$ cat src/rtl/mpd_pkg.sv
// ----------------------------------------------------------------------------
// mpd_pkg: shared types and constants of the MQTT packet deframer
// Phase and result codes, the item passed from the header decoder to the
// result sequencer, and the sizes of the length field and the item queue.
// ----------------------------------------------------------------------------
package mpd_pkg;

	localparam int MAX_LENGTH_GROUPS_DEF = 3;
	localparam int LEN_W                 = 21;
	localparam int QUEUE_DEPTH           = 4;

	localparam logic [3:0] PT_CONNACK  = 4'd2;
	localparam logic [3:0] PT_PUBLISH  = 4'd3;
	localparam logic [3:0] PT_PINGRESP = 4'd13;

	localparam logic [7:0] PUBACK_HDR = 8'h40;
	localparam logic [7:0] PUBACK_LEN = 8'h02;

	localparam logic [1:0] QOS_NONE = 2'd0;
	localparam logic [1:0] QOS_ONE  = 2'd1;

	typedef enum logic [3:0] {
		PH_HEADER  = 4'd0,
		PH_LENGTH  = 4'd1,
		PH_SKIP    = 4'd2,
		PH_DROP    = 4'd3,
		PH_TLEN_HI = 4'd4,
		PH_TLEN_LO = 4'd5,
		PH_TOPIC   = 4'd6,
		PH_PID_HI  = 4'd7,
		PH_PID_LO  = 4'd8,
		PH_BODY    = 4'd9
	} phase_t;

	typedef enum logic [2:0] {
		K_CONNACK  = 3'd0,
		K_TOPIC    = 3'd1,
		K_BODY     = 3'd2,
		K_PUB_END  = 3'd3,
		K_ACK      = 3'd4,
		K_OTHER    = 3'd5,
		K_LEN_ERR  = 3'd6,
		K_PUB_DROP = 3'd7
	} kind_t;

	typedef enum logic [2:0] {
		ST_ACK0  = 3'd0,
		ST_ACK1  = 3'd1,
		ST_ACK2  = 3'd2,
		ST_ACK3  = 3'd3,
		ST_TOPIC = 3'd4,
		ST_MAIN  = 3'd5
	} step_t;

	typedef struct packed {
		logic             ack;
		logic             topic;
		logic             body;
		logic             main;
		kind_t            mkind;
		logic [7:0]       data;
		logic [3:0]       ptype;
		logic [1:0]       qos;
		logic [15:0]      pid;
		logic [15:0]      tlen;
		logic [LEN_W-1:0] blen;
	} desc_t;

endpackage

$ cat src/rtl/mpd_front.sv
// ----------------------------------------------------------------------------
// mpd_front: fixed header decoder
// Takes one received byte per cycle while accept is high, tracks the packet
// phase and hands one item per byte that causes results to the item queue.
// ----------------------------------------------------------------------------
module mpd_front #(
	parameter int MAX_LENGTH_GROUPS = mpd_pkg::MAX_LENGTH_GROUPS_DEF
) (
	input  logic           clk,
	input  logic           arst_n,
	input  logic           accept,
	input  logic [7:0]     rx_byte,
	output logic           desc_valid,
	output mpd_pkg::desc_t desc
);

	localparam int LW = mpd_pkg::LEN_W;
	localparam int GW = $clog2(MAX_LENGTH_GROUPS + 1);
	localparam int SW = LW + 8;

	mpd_pkg::phase_t phase_q, phase_d;
	logic [7:0]      hdr_q, hdr_d;
	logic [LW-1:0]   len_q, len_d;
	logic [GW-1:0]   grp_q, grp_d;
	logic [LW-1:0]   bl_q, bl_d;
	logic [15:0]     tlen_q, tlen_d;
	logic [15:0]     tleft_q, tleft_d;
	logic [15:0]     pid_q, pid_d;
	logic            ack_q, ack_d;

	logic            tb;
	logic            bb;
	logic            mv;
	mpd_pkg::kind_t  mkind;

	logic [LW-1:0]   dec;
	logic [4:0]      shamt;
	logic [SW-1:0]   sum;
	logic [LW-1:0]   len_acc;
	logic            is_pub;
	logic [1:0]      qos;
	logic            other_mv;
	mpd_pkg::kind_t  other_kind;
	logic [15:0]     tlen_n;
	logic [16:0]     need;
	logic [15:0]     tleft_n;

	assign dec     = bl_q - LW'(bl_q != '0);
	assign shamt   = 5'(grp_q) * 5'd7;
	assign sum     = {8'b0, len_q} + ({(SW - 7)'(0), rx_byte[6:0]} << shamt);
	assign len_acc = (|sum[SW-1:LW]) ? {LW{1'b1}} : sum[LW-1:0];
	assign is_pub  = (hdr_q[7:4] == mpd_pkg::PT_PUBLISH);
	assign qos     = is_pub ? hdr_q[2:1] : mpd_pkg::QOS_NONE;
	assign other_mv   = (hdr_q[7:4] != mpd_pkg::PT_PINGRESP);
	assign other_kind = (hdr_q[7:4] == mpd_pkg::PT_CONNACK) ? mpd_pkg::K_CONNACK
		: mpd_pkg::K_OTHER;
	assign tlen_n  = {tleft_q[7:0], rx_byte};
	assign need    = {1'b0, tlen_n} + ((qos != mpd_pkg::QOS_NONE) ? 17'd2 : 17'd0);
	assign tleft_n = tleft_q - 16'(tleft_q != '0);

	always_ff @(posedge clk or negedge arst_n) begin
		if (!arst_n) begin
			phase_q <= mpd_pkg::PH_HEADER;
			hdr_q   <= '0;
			len_q   <= '0;
			grp_q   <= '0;
			bl_q    <= '0;
			tlen_q  <= '0;
			tleft_q <= '0;
			pid_q   <= '0;
			ack_q   <= 1'b0;
		end else begin
			phase_q <= phase_d;
			hdr_q   <= hdr_d;
			len_q   <= len_d;
			grp_q   <= grp_d;
			bl_q    <= bl_d;
			tlen_q  <= tlen_d;
			tleft_q <= tleft_d;
			pid_q   <= pid_d;
			ack_q   <= ack_d;
		end
	end

	always_comb begin
		phase_d = phase_q;
		hdr_d   = hdr_q;
		len_d   = len_q;
		grp_d   = grp_q;
		bl_d    = bl_q;
		tlen_d  = tlen_q;
		tleft_d = tleft_q;
		pid_d   = pid_q;
		ack_d   = ack_q;
		tb      = 1'b0;
		bb      = 1'b0;
		mv      = 1'b0;
		mkind   = mpd_pkg::K_OTHER;
		if (accept) begin
			ack_d = 1'b0;
			unique case (phase_q)
				mpd_pkg::PH_HEADER: begin
					hdr_d   = rx_byte;
					len_d   = '0;
					grp_d   = '0;
					bl_d    = '0;
					tlen_d  = '0;
					tleft_d = '0;
					pid_d   = '0;
					phase_d = mpd_pkg::PH_LENGTH;
				end
				mpd_pkg::PH_LENGTH: begin
					if (grp_q >= GW'(MAX_LENGTH_GROUPS)) begin
						mv      = 1'b1;
						mkind   = mpd_pkg::K_LEN_ERR;
						phase_d = mpd_pkg::PH_HEADER;
					end else begin
						len_d = len_acc;
						grp_d = grp_q + GW'(1);
						if (!rx_byte[7]) begin
							bl_d = len_acc;
							if (is_pub) begin
								if (len_acc < LW'(2)) begin
									if (len_acc == '0) begin
										mv      = 1'b1;
										mkind   = mpd_pkg::K_PUB_DROP;
										phase_d = mpd_pkg::PH_HEADER;
									end else begin
										phase_d = mpd_pkg::PH_DROP;
									end
								end else begin
									phase_d = mpd_pkg::PH_TLEN_HI;
								end
							end else if (len_acc == '0) begin
								mv      = other_mv;
								mkind   = other_kind;
								phase_d = mpd_pkg::PH_HEADER;
							end else begin
								phase_d = mpd_pkg::PH_SKIP;
							end
						end
					end
				end
				mpd_pkg::PH_SKIP: begin
					bl_d = dec;
					if (dec == '0) begin
						mv      = other_mv;
						mkind   = other_kind;
						phase_d = mpd_pkg::PH_HEADER;
					end
				end
				mpd_pkg::PH_DROP: begin
					bl_d = dec;
					if (dec == '0) begin
						mv      = 1'b1;
						mkind   = mpd_pkg::K_PUB_DROP;
						phase_d = mpd_pkg::PH_HEADER;
					end
				end
				mpd_pkg::PH_TLEN_HI: begin
					tleft_d = {8'b0, rx_byte};
					bl_d    = dec;
					phase_d = mpd_pkg::PH_TLEN_LO;
				end
				mpd_pkg::PH_TLEN_LO: begin
					tlen_d  = tlen_n;
					tleft_d = tlen_n;
					bl_d    = dec;
					if (dec < {4'b0, need}) begin
						if (dec == '0) begin
							mv      = 1'b1;
							mkind   = mpd_pkg::K_PUB_DROP;
							phase_d = mpd_pkg::PH_HEADER;
						end else begin
							phase_d = mpd_pkg::PH_DROP;
						end
					end else if (tlen_n != '0) begin
						phase_d = mpd_pkg::PH_TOPIC;
					end else if (qos != mpd_pkg::QOS_NONE) begin
						phase_d = mpd_pkg::PH_PID_HI;
					end else if (dec == '0) begin
						mv      = 1'b1;
						mkind   = mpd_pkg::K_PUB_END;
						phase_d = mpd_pkg::PH_HEADER;
					end else begin
						phase_d = mpd_pkg::PH_BODY;
					end
				end
				mpd_pkg::PH_TOPIC: begin
					tb      = 1'b1;
					tleft_d = tleft_n;
					bl_d    = dec;
					if (tleft_n == '0) begin
						if (qos != mpd_pkg::QOS_NONE) begin
							phase_d = mpd_pkg::PH_PID_HI;
						end else if (dec == '0) begin
							mv      = 1'b1;
							mkind   = mpd_pkg::K_PUB_END;
							phase_d = mpd_pkg::PH_HEADER;
						end else begin
							phase_d = mpd_pkg::PH_BODY;
						end
					end
				end
				mpd_pkg::PH_PID_HI: begin
					pid_d   = {rx_byte, 8'b0};
					bl_d    = dec;
					phase_d = mpd_pkg::PH_PID_LO;
				end
				mpd_pkg::PH_PID_LO: begin
					pid_d = {pid_q[15:8], rx_byte};
					bl_d  = dec;
					if (dec == '0) begin
						mv      = 1'b1;
						mkind   = mpd_pkg::K_PUB_END;
						ack_d   = (qos == mpd_pkg::QOS_ONE);
						phase_d = mpd_pkg::PH_HEADER;
					end else begin
						phase_d = mpd_pkg::PH_BODY;
					end
				end
				mpd_pkg::PH_BODY: begin
					mv    = 1'b1;
					mkind = mpd_pkg::K_BODY;
					bl_d  = dec;
					if (dec == '0) begin
						tb      = 1'b1;
						bb      = 1'b1;
						mkind   = mpd_pkg::K_PUB_END;
						ack_d   = (qos == mpd_pkg::QOS_ONE);
						phase_d = mpd_pkg::PH_HEADER;
					end
				end
				default: begin
					phase_d = mpd_pkg::PH_HEADER;
				end
			endcase
		end
	end

	logic [1:0] qos_d;
	assign qos_d = (hdr_d[7:4] == mpd_pkg::PT_PUBLISH) ? hdr_d[2:1] : mpd_pkg::QOS_NONE;

	assign desc_valid = accept && (ack_q || tb || mv);

	always_comb begin
		desc.ack   = ack_q;
		desc.topic = tb;
		desc.body  = bb;
		desc.main  = mv;
		desc.mkind = mkind;
		desc.data  = rx_byte;
		desc.ptype = hdr_d[7:4];
		desc.qos   = qos_d;
		desc.pid   = pid_d;
		desc.tlen  = tlen_d;
		desc.blen  = (mkind == mpd_pkg::K_LEN_ERR) ? '0 : len_d;
	end

endmodule

$ cat src/rtl/mpd_queue.sv
// ----------------------------------------------------------------------------
// mpd_queue: item queue between header decoder and result sequencer
// A few entries deep so that each side can stall on its own.
// ----------------------------------------------------------------------------
module mpd_queue (
	input  logic           clk,
	input  logic           arst_n,
	input  logic           push,
	input  mpd_pkg::desc_t din,
	output logic           full,
	input  logic           pop,
	output mpd_pkg::desc_t dout,
	output logic           empty
);

	localparam int D  = mpd_pkg::QUEUE_DEPTH;
	localparam int PW = (D > 1) ? $clog2(D) : 1;
	localparam int CW = $clog2(D + 1);

	mpd_pkg::desc_t mem_q [D];
	logic [PW-1:0]  wr_q;
	logic [PW-1:0]  rd_q;
	logic [CW-1:0]  cnt_q;
	logic           do_push;
	logic           do_pop;

	assign full    = (cnt_q == CW'(D));
	assign empty   = (cnt_q == '0);
	assign do_push = push && !full;
	assign do_pop  = pop && !empty;
	assign dout    = mem_q[rd_q];

	always_ff @(posedge clk or negedge arst_n) begin
		if (!arst_n) begin
			wr_q  <= '0;
			rd_q  <= '0;
			cnt_q <= '0;
		end else begin
			if (do_push) begin
				wr_q <= (wr_q == PW'(D - 1)) ? '0 : wr_q + PW'(1);
			end
			if (do_pop) begin
				rd_q <= (rd_q == PW'(D - 1)) ? '0 : rd_q + PW'(1);
			end
			if (do_push && !do_pop) begin
				cnt_q <= cnt_q + CW'(1);
			end else if (do_pop && !do_push) begin
				cnt_q <= cnt_q - CW'(1);
			end
		end
	end

	always_ff @(posedge clk) begin
		if (do_push) begin
			mem_q[wr_q] <= din;
		end
	end

endmodule

$ cat src/rtl/mpd_back.sv
// ----------------------------------------------------------------------------
// mpd_back: result sequencer
// Expands each queued item into its results: the four PUBACK bytes when an
// acknowledgement is due, then the topic or body byte and the main result.
// ----------------------------------------------------------------------------
module mpd_back (
	input  logic                      clk,
	input  logic                      arst_n,
	input  logic                      q_empty,
	input  mpd_pkg::desc_t            q_head,
	output logic                      q_pop,
	output logic                      empty,
	input  logic                      pop,
	output logic [2:0]                kind,
	output logic [7:0]                data_byte,
	output logic [3:0]                packet_type,
	output logic [1:0]                qos_level,
	output logic [15:0]               message_id,
	output logic [15:0]               topic_size,
	output logic [mpd_pkg::LEN_W-1:0] body_size,
	output logic                      last
);

	mpd_pkg::desc_t   cur_q;
	logic             valid_q;
	mpd_pkg::step_t   step_q;
	mpd_pkg::step_t   nxt;
	mpd_pkg::step_t   first;
	logic             has_next;
	logic             advance;
	logic             load;

	logic [3:0]                ack_ptype_q;
	logic [1:0]                ack_qos_q;
	logic [15:0]               ack_pid_q;
	logic [15:0]               ack_tlen_q;
	logic [mpd_pkg::LEN_W-1:0] ack_blen_q;

	assign advance = valid_q && pop;
	assign load    = !q_empty && (!valid_q || (advance && !has_next));
	assign q_pop   = load;
	assign empty   = !valid_q;

	always_comb begin
		if (q_head.ack) begin
			first = mpd_pkg::ST_ACK0;
		end else if (q_head.topic) begin
			first = mpd_pkg::ST_TOPIC;
		end else begin
			first = mpd_pkg::ST_MAIN;
		end
	end

	always_comb begin
		nxt      = mpd_pkg::ST_MAIN;
		has_next = 1'b0;
		unique case (step_q)
			mpd_pkg::ST_ACK0: begin
				nxt      = mpd_pkg::ST_ACK1;
				has_next = 1'b1;
			end
			mpd_pkg::ST_ACK1: begin
				nxt      = mpd_pkg::ST_ACK2;
				has_next = 1'b1;
			end
			mpd_pkg::ST_ACK2: begin
				nxt      = mpd_pkg::ST_ACK3;
				has_next = 1'b1;
			end
			mpd_pkg::ST_ACK3: begin
				nxt      = cur_q.topic ? mpd_pkg::ST_TOPIC : mpd_pkg::ST_MAIN;
				has_next = cur_q.topic || cur_q.main;
			end
			mpd_pkg::ST_TOPIC: begin
				nxt      = mpd_pkg::ST_MAIN;
				has_next = cur_q.main;
			end
			default: begin
				nxt      = mpd_pkg::ST_MAIN;
				has_next = 1'b0;
			end
		endcase
	end

	always_ff @(posedge clk or negedge arst_n) begin
		if (!arst_n) begin
			valid_q <= 1'b0;
			step_q  <= mpd_pkg::ST_MAIN;
		end else if (load) begin
			valid_q <= 1'b1;
			step_q  <= first;
		end else if (advance) begin
			if (has_next) begin
				step_q <= nxt;
			end else begin
				valid_q <= 1'b0;
			end
		end
	end

	always_ff @(posedge clk) begin
		if (load) begin
			cur_q <= q_head;
		end
		if (advance && step_q == mpd_pkg::ST_MAIN && cur_q.mkind == mpd_pkg::K_PUB_END) begin
			ack_ptype_q <= cur_q.ptype;
			ack_qos_q   <= cur_q.qos;
			ack_pid_q   <= cur_q.pid;
			ack_tlen_q  <= cur_q.tlen;
			ack_blen_q  <= cur_q.blen;
		end
	end

	always_comb begin
		kind        = cur_q.mkind;
		data_byte   = (cur_q.mkind == mpd_pkg::K_BODY) ? cur_q.data : 8'h00;
		packet_type = cur_q.ptype;
		qos_level   = cur_q.qos;
		message_id  = cur_q.pid;
		topic_size  = cur_q.tlen;
		body_size   = cur_q.blen;
		last        = 1'b1;
		unique case (step_q)
			mpd_pkg::ST_ACK0, mpd_pkg::ST_ACK1, mpd_pkg::ST_ACK2, mpd_pkg::ST_ACK3: begin
				kind        = mpd_pkg::K_ACK;
				packet_type = ack_ptype_q;
				qos_level   = ack_qos_q;
				message_id  = ack_pid_q;
				topic_size  = ack_tlen_q;
				body_size   = ack_blen_q;
				last        = (step_q == mpd_pkg::ST_ACK3) && !cur_q.topic && !cur_q.main;
				case (step_q)
					mpd_pkg::ST_ACK0: data_byte = mpd_pkg::PUBACK_HDR;
					mpd_pkg::ST_ACK1: data_byte = mpd_pkg::PUBACK_LEN;
					mpd_pkg::ST_ACK2: data_byte = ack_pid_q[15:8];
					default:          data_byte = ack_pid_q[7:0];
				endcase
			end
			mpd_pkg::ST_TOPIC: begin
				kind      = cur_q.body ? mpd_pkg::K_BODY : mpd_pkg::K_TOPIC;
				data_byte = cur_q.data;
				last      = !cur_q.main;
			end
			default: begin
				last = 1'b1;
			end
		endcase
	end

endmodule

$ cat src/rtl/mqtt_packet_deframer.sv
// ----------------------------------------------------------------------------
// mqtt_packet_deframer: streaming deframer for received MQTT packets
// Usage:
//   Input side is a queue write port: drive rx_byte and push; a byte is taken
//   at a clock edge with push high and full low. One byte per cycle is taken
//   for as long as full stays low.
//   Result side is a queue read port: while empty is low the oldest result is
//   on kind, data_byte and the packet fields; pop high takes it. last marks
//   the final result caused by one received byte.
//   A taken byte's item goes through the item queue into the result register
//   before its first result shows. Throughput is one byte per cycle while full
//   stays low; a byte that causes several results (a PUBACK burst of four
//   bytes, a topic byte followed by the publish end) takes one pop per result.
//   The header decoder writes into a four-entry item queue; full rises when
//   that queue fills, which happens only when the receiver stops popping or
//   falls behind during PUBACK bursts.
//   Reset clears the decoder to wait for a header byte and empties the queue
//   and the result register.
// ----------------------------------------------------------------------------
module mqtt_packet_deframer #(
	parameter int MAX_LENGTH_GROUPS = mpd_pkg::MAX_LENGTH_GROUPS_DEF
) (
	input  logic                      clk,
	input  logic                      arst_n,
	input  logic                      push,
	output logic                      full,
	input  logic [7:0]                rx_byte,
	output logic                      empty,
	input  logic                      pop,
	output logic [2:0]                kind,
	output logic [7:0]                data_byte,
	output logic [3:0]                packet_type,
	output logic [1:0]                qos_level,
	output logic [15:0]               message_id,
	output logic [15:0]               topic_size,
	output logic [mpd_pkg::LEN_W-1:0] body_size,
	output logic                      last
);

	logic           accept;
	logic           desc_valid;
	mpd_pkg::desc_t desc;
	logic           q_empty;
	logic           q_pop;
	mpd_pkg::desc_t q_head;

	assign accept = push && !full;

	mpd_front #(
		.MAX_LENGTH_GROUPS(MAX_LENGTH_GROUPS)
	) u_front (
		.clk       (clk),
		.arst_n    (arst_n),
		.accept    (accept),
		.rx_byte   (rx_byte),
		.desc_valid(desc_valid),
		.desc      (desc)
	);

	mpd_queue u_queue (
		.clk   (clk),
		.arst_n(arst_n),
		.push  (desc_valid),
		.din   (desc),
		.full  (full),
		.pop   (q_pop),
		.dout  (q_head),
		.empty (q_empty)
	);

	mpd_back u_back (
		.clk        (clk),
		.arst_n     (arst_n),
		.q_empty    (q_empty),
		.q_head     (q_head),
		.q_pop      (q_pop),
		.empty      (empty),
		.pop        (pop),
		.kind       (kind),
		.data_byte  (data_byte),
		.packet_type(packet_type),
		.qos_level  (qos_level),
		.message_id (message_id),
		.topic_size (topic_size),
		.body_size  (body_size),
		.last       (last)
	);

endmodule

$ cat config.mk
export PLATFORM = sky130hd
export DESIGN_NAME = mqtt_packet_deframer
export DESIGN_NICKNAME = d
export VERILOG_FILES = /design/src/rtl/mpd_pkg.sv /design/src/rtl/mpd_front.sv /design/src/rtl/mpd_queue.sv /design/src/rtl/mpd_back.sv /design/src/rtl/mqtt_packet_deframer.sv
export SDC_FILE = /design/constraint.sdc
export NUM_CORES = 1
export LEC_CHECK = 0
export BUFFER_PORTS_ARGS = -buffer_cell sky130_fd_sc_hd__buf_4
export CAP_MARGIN = 0
export CORE_ASPECT_RATIO = 1.25
export CORE_MARGIN = 4
export CORE_UTILIZATION = 50
export DETAILED_ROUTE_END_ITERATION = 6
export GPL_ROUTABILITY_DRIVEN = 0
export HOLD_SLACK_MARGIN = 0.12
export PLACE_DENSITY = 0.72
export SYNTH_ARGS = -nofsm -noshare
export SYNTH_HDL_FRONTEND = slang
export SYNTH_SLANG_ARGS = --single-unit
$ cat constraint.sdc
create_clock -name clk -period 10.47 [get_ports clk]
set_clock_uncertainty 0.15 [all_clocks]
set_input_delay 2.094 -clock clk [delete_from_list [all_inputs] [get_ports clk]]
set_output_delay 2.094 -clock clk [all_outputs]
set_load 0.1 [all_outputs]
==> results.sh, run 1 <==
export IMPL_status="finished, violations left"
export IMPL_violations="design-rule violations"
export IMPL_hold_violations=0
export IMPL_rsz0062_at_grt="false"
export IMPL_synth_edff_count=428
export IMPL_p_sw_uw=4090
export IMPL_ys_ff_latch=542
export IMPL_p_int_uw=5240
export IMPL_whs_endpoint="u_back.ack_pid_q[2]"
export IMPL_synthArstFlopShare_pct=21.0
export IMPL_yosys_area_top_type="edfxtp_1"
export IMPL_postCtsSetupBuffers=0
export IMPL_syn_num_nets=1934
export IMPL_fin_crit_ns=7.22
export IMPL_cts_resized=0
export IMPL_dp_final_hpwl_um=37300
export IMPL_ys_seq_area_share_pct=62.8
export IMPL_grt_overflow=0
export IMPL_io_pin_count=85
export IMPL_grt_max_degree=64
export IMPL_clk_pin_slew_ns=0.06
export IMPL_critPathCaptureType="flop"
export IMPL_cp_arrival_ns=7.32
export IMPL_p_per_area_nw_per_um2=335
export IMPL_numPortBuffers=84
export IMPL_grtUsageTotal_pct=21.2
export IMPL_wl_per_cell_um=22.0
export IMPL_seqPwrFrac_pct=35.8
export IMPL_worstSetupPathType="in -> reg"
export IMPL_slew_headroom_pct=22.2
export IMPL_fmaxAchievable_mhz=139
export IMPL_die_h_um=258
export IMPL_max_cap_violations=0
export IMPL_rows=91
export IMPL_switching_share_pct=43.8
export IMPL_syn_avg_cell_area_um2=13.4
export IMPL_yosysWarnings=0
export IMPL_area_growth_pct=11.3
export IMPL_drv_slew=0
export IMPL_rr_endpoint="u_queue.mem_q[3][32]"
export IMPL_cts_tree="built"
export IMPL_antenna_found_initial=0
export IMPL_die_w_um=208
export IMPL_grt_pass1_wl_um=91800
export IMPL_setup_tns_ns=0
export IMPL_worstPathRequired_ns=10.57
export IMPL_drt_initial_drc_count=1391
export IMPL_vias_per_cell=6.13
export IMPL_holdPathStages=0
export IMPL_num_vias=16000
export IMPL_ys_top_cells_by_count="edfxtp_1, nand2_1, o21ai_0"
export IMPL_post_route_period_util_pct=68.9
export IMPL_yosysUniqueCellTypes=85
export IMPL_ir_drop_v=0.000180
export IMPL_drt_wl_total_um=57300
export IMPL_fin_hold_ws_ns=0.290
export IMPL_crit_path_max_fanout=59
export IMPL_dr_pass1_iters=7
export IMPL_final_setup_viol_count=0
export IMPL_numCtsBuffers=49
export IMPL_worstMarginPinSlew_ns=1.16
export IMPL_critPathLaunchType="primary input"
export IMPL_htreeDepth=2
export IMPL_p_clk_share_pct=19.2
export IMPL_clock_root_buffer="clkbuf_16"
export IMPL_antenna_cells=0
export IMPL_nNetsFinal=1980
export IMPL_drive_above_1_share_pct=17.3
export IMPL_syn_area_um2=25000
export IMPL_clkLatencyLatePin_ns=0.59
export IMPL_clock_sinks=542
export IMPL_synthFlopType="edfxtp_1"
export IMPL_first_global_vias=16300
export IMPL_cts_buffer_depth=3
export IMPL_synthCells=1870
export IMPL_synth_top_cell_area_share_pct=51.4
export IMPL_rr_worst_depth=22
export IMPL_hp_start="u_back.cur_q[39]"
export IMPL_ant_nets=0
export IMPL_p_leak_uw=0.0101
export IMPL_hold_buffers=0
export IMPL_comb_power_share_pct=45.0
export IMPL_core_area_um2=49400
export IMPL_r2r_setup_slack_ns=3.83
export IMPL_drc=1
export IMPL_synth_area_leaders="edfxtp_1, dfrtp_1, mux4_2"
export IMPL_yosysMostFrequentCell="edfxtp_1"
export IMPL_fill_cells=3884
export IMPL_die_area_um2=53700
export IMPL_start_util_pct=50.6
export IMPL_hold_class="reg -> reg"
export IMPL_r2r_start="u_front.bl_q[4]"
power by group through the flow:
stage | sequential (uW) | clock (uW) | combinational (uW)
finish | 3340 | 1790 | 4200
global route | 3390 | 1920 | 4500
CTS | 3330 | 1830 | 4200
detailed placement | 3360 | 0 | 4170
global placement | 3340 | 0 | 4100
floorplan | 3110 | 0 | 3410
layer usage:
layer  share of wire [%]  GRT usage [%]
met5                   0              0
met4                 3.7           7.70
met3                 6.5           2.61
met2                  49           35.9
met1                  40           28.4
flip-flops by register name (all words and copies together) (netlist names), 6 cells and up:
signal / cells
u_front.tleft_q: 16
u_queue.mem_q: 296
u_front.tlen_q: 16
u_back.ack_blen_q: 21
u_front.pid_q: 16
u_front.hdr_q: 6
u_back.ack_tlen_q: 16
u_front.len_q: 21
u_front.bl_q: 21
u_back.cur_q: 73
u_back.ack_pid_q: 16
cells in the final DEF, fill, tap and decap left out, types with 8 or more instances in the layout:
cell type / netlist / final
nor3_1: 36 / 35
o21a_1: 9 / 9
nand2b_1: 14 / 14
o21ai_0: 121 / 121
nand4_1: 22 / 22
a22o_1: 18 / 18
nor2b_1: 11 / 11
a22oi_1: 11 / 11
a211oi_1: 11 / 11
ha_1: 50 / 50
and3_1: 11 / 11
nand3_1: 56 / 56
a21oi_1: 106 / 106
nor4_1: 20 / 20
mux2i_1: 9 / 9
or3_1: 10 / 10
a31oi_1: 15 / 15
and2_1: 29 / 25
clkbuf_8: 0 / 8
nand2_1: 178 / 178
xnor2_1: 34 / 34
dfrtp_1: 112 / 110
nand3b_1: 9 / 9
o211ai_1: 10 / 10
a21o_1: 19 / 19
clkbuf_1: 93 / 15
buf_4: 0 / 103
a21boi_0: 8 / 8
mux4_2: 74 / 74
clkbuf_16: 0 / 49
edfxtp_1: 428 / 428
mux2_2: 60 / 60
nor2_1: 107 / 107
xor2_1: 24 / 24
inv_1: 38 / 37
final cells by class:
| cell class | count | area, um2 | area share (%) |
|---|---|---|---|
| clock buffer | 72 | 1390 | 5.00 |
| inverter | 38 | 143 | 0.512 |
| sequential | 542 | 15700 | 56.4 |
| clock inverter | 20 | 243 | 0.872 |
| timing repair buffer | 103 | 773 | 2.78 |
| multi-input combinational | 1182 | 8760 | 31.5 |
| tap | 651 | 815 | 2.93 |
how the worst max path moves through the flow:
stage | endpoint | from | slack [ns] | depth (start not counted)
4_1_cts | u_queue.mem_q[3][24] | rx_byte[0] | 3.34 | 17
2_1_floorplan | u_queue.mem_q[0][0] | rx_byte[5] | 2.75 | 15
5_1_grt | u_queue.mem_q[3][32] | rx_byte[0] | 2.85 | 17
6_report | u_queue.mem_q[3][32] | rx_byte[0] | 3.25 | 17
3_3_place_gp | u_queue.mem_q[1][4] | rx_byte[0] | 2.88 | 17
3_5_place_dp | u_queue.mem_q[3][27] | rx_byte[0] | 2.74 | 17
through the flow:
step | util (%) | total power, uW | cell area [um2] | setup slack [ns] | instances
global placement | 53.0 | 7440 | 26200 | 2.88 | 2516
detailed placement | 53.0 | 7540 | 26200 | 2.74 | 2516
floorplan | - | 6520 | 25000 | 2.75 | 1870
global route | 56.3 | 9810 | 27800 | 2.85 | 2608
finish | 56.3 | 9320 | 27800 | 3.25 | 2608
CTS | 56.3 | 9350 | 27800 | 3.34 | 2608
cell families after synthesis:
logic type,share of synthesized area (%)
flip-flops,62.8
multiplexers,9.85
XOR/XNOR,2.03
adder cells (fa/ha/maj),2.66
AO/OA/AOI/OAI,9.67
AND/OR/NAND/NOR,10.8
buffers and inverters,2.21
critical path, stage by stage:
cell and delay [ns]:
buf_4 0.26, and2_1 0.18, ha_1 0.15, inv_1 0.05, fa_1 0.40, nor2b_1 0.24
o21ai_0 0.17, a21boi_0 0.57, o21ai_0 0.23, a21oi_1 0.18, nor2_1 0.07, xnor2_1 0.68
nand2_1 0.10, buf_4 0.29, o211ai_4 0.33, and2_4 0.82, buf_4 0.40
Power figures use the tool's default switching activity.
==> inputs of run 2 (changes only) <==
clock period = 7.1 ns   (was 10.47 ns; I/O delays follow)
==> results.sh, run 2 (same netlist as run 1, synthesis figures left out) <==
export IMPL_die_w_um=208
export IMPL_crit_top_cell="ha_1"
export IMPL_dp_final_hpwl_um=37700
export IMPL_slew_headroom_pct=19.2
export IMPL_clock_root_buffer="clkbuf_16"
export IMPL_vias_per_cell=6.15
export IMPL_grtUsageTotal_pct=21.1
export IMPL_wl_met2_um=28800
export IMPL_post_route_period_util_pct=88.0
export IMPL_grt_overflow=0
export IMPL_dr_wl_met3_um=3300
export IMPL_rows=91
export IMPL_cp_arrival_ns=6.35
export IMPL_fin_crit_ns=6.25
export IMPL_area_growth_pct=11.3
export IMPL_numPortBuffers=84
export IMPL_rr_endpoint="u_queue.mem_q[0][34]"
export IMPL_drc=0
export IMPL_core_area_um2=49400
export IMPL_numCtsBuffers=49
export IMPL_clkLatencyLatePin_ns=0.58
export IMPL_crit_path_max_fanout=38
export IMPL_rsz0062_at_grt="false"
export IMPL_max_cap_violations=0
export IMPL_drt_met1_wl_um=23500
export IMPL_worstSetupPathType="reg -> reg"
export IMPL_start_util_pct=50.6
export IMPL_first_global_vias=16200
export IMPL_r2r_setup_slack_ns=0.85
export IMPL_crit_path_max_incr_delay_ns=0.57
export IMPL_num_vias=16000
export IMPL_worstMarginPinSlew_ns=1.21
export IMPL_cts_buffer_depth=3
export IMPL_worst_path_max_delay_cell="and2_4"
export IMPL_r2r_start="u_front.bl_q[12]"
export IMPL_drv_slew=0
export IMPL_whs_endpoint="u_back.ack_blen_q[13]"
export IMPL_clock_sinks=542
export IMPL_die_h_um=258
export IMPL_highest_signal_layer="met4"
export IMPL_postCtsSetupBuffers=0
export IMPL_ir_drop_v=0.000239
export IMPL_antenna_cells=0
export IMPL_holdPathStages=0
export IMPL_drt_wl_total_um=57500
export IMPL_hold_class="reg -> reg"
export IMPL_wl_per_cell_um=22.0
export IMPL_drive_above_1_share_pct=17.4
export IMPL_final_common_cell="edfxtp_1"
export IMPL_regMostFlops="u_queue.mem_q"
export IMPL_cts_tree="built"
export IMPL_drt_initial_drc_count=1567
export IMPL_nNetsFinal=1984
export IMPL_worstPathRequired_ns=7.20
export IMPL_final_util_pct=56.3
export IMPL_grt_max_degree=77
export IMPL_critPathCaptureType="flop"
export IMPL_antenna_found_initial=0
export IMPL_p_per_area_nw_per_um2=491
export IMPL_hp_start="u_back.cur_q[13]"
export IMPL_rr_worst_depth=22
export IMPL_status="completed"
export IMPL_grt_pass1_wl_um=91300
export IMPL_largest_reg_flops=296
export IMPL_path_cells="nor4_1, nand2_1, nor3_1, nand2_1, ha_1, ha_1, nor3b_2, nand3_1, or3_1, xnor2_1, ha_1, a21o_1, a21o_1, a21oi_1, o21a_1, o21ai_0, nor3_1, or3_1, nand4_1, o211ai_4, and2_4, buf_12"
export IMPL_final_cell_mix="edfxtp_1, nand2_1, o21ai_0"
export IMPL_hold_violations=0
export IMPL_clk_pin_slew_ns=0.06
export IMPL_fmaxAchievable_mhz=160
export IMPL_cts_resized=0
export IMPL_ant_nets=0
export IMPL_hold_buffers=0
export IMPL_setup_tns_ns=0
export IMPL_critPathLaunchType="flop"
export IMPL_htreeDepth=2
export IMPL_io_pin_count=85
export IMPL_die_area_um2=53700
export IMPL_final_setup_viol_count=0
export IMPL_p_leak_uw=0.0101
export IMPL_top_regs="u_queue.mem_q (296), u_back.cur_q (73)"
export IMPL_dr_pass1_iters=6
-- run 2: worst max-delay path by stage --
stage          slack (ns)  cells past startpoint              endpoint             start
2_1_floorplan        0.05                     15   u_queue.mem_q[1][0]        rx_byte[5]
5_1_grt              0.45                     22  u_queue.mem_q[0][34]   u_front.bl_q[4]
3_3_place_gp         0.94                     15  u_queue.mem_q[0][31]        rx_byte[1]
3_5_place_dp         0.85                     14  u_queue.mem_q[0][27]        rx_byte[3]
4_1_cts              0.97                     22  u_queue.mem_q[0][33]   u_front.bl_q[4]
6_report             0.85                     22  u_queue.mem_q[0][34]  u_front.bl_q[12]
-- run 2: layer usage --
metal	GRT usage [%]	vias to the layer above
met5	0	-
met4	7.23	0
met3	2.55	132
met2	36.1	619
met1	28.1	8072
li1	-	7220
-- run 2: per-stage QoR --
stage	cells	cell area [um2]	hold WS, ns	total power, uW	setup slack [ns]
final	2610	27800	0.297	13700	0.850
after CTS	2610	27800	0.297	13700	0.966
after detailed placement	2520	26300	0.281	11100	0.853
after global routing	2610	27800	0.305	14300	0.449
after floorplan	1870	25000	0.270	9610	0.0524
after global placement	2520	26300	0.277	11000	0.945
-- run 2: worst max-delay path, delay by kind of cell (launching register included) --
kind | cells | cell delay [ns]
buf+inv | 1 | 0.32
xor+xnor | 1 | 0.19
compound gates | 6 | 0.97
flops | 1 | 0.47
simple gates | 11 | 2.96
fa+ha+maj | 3 | 0.78
-- run 2: where the power goes --
part | total, uW | switching (uW) | internal (uW) | leakage [uW]
sequential | 4900 | 580 | 4320 | 0.00545
clock | 2530 | 1130 | 1400 | 0.000757
combinational | 6230 | 4300 | 1930 | 0.00391
-- run 2: area by class of cell --
cell class              instances  area, um2
flip-flops and latches        542      15700
clock buffers                  67       1330
repair buffers                107        853
clock inverters                23        214
fillers                      3870      21600
multi-input cells            1182       8760
well taps                     651        815
inverters                      38        143
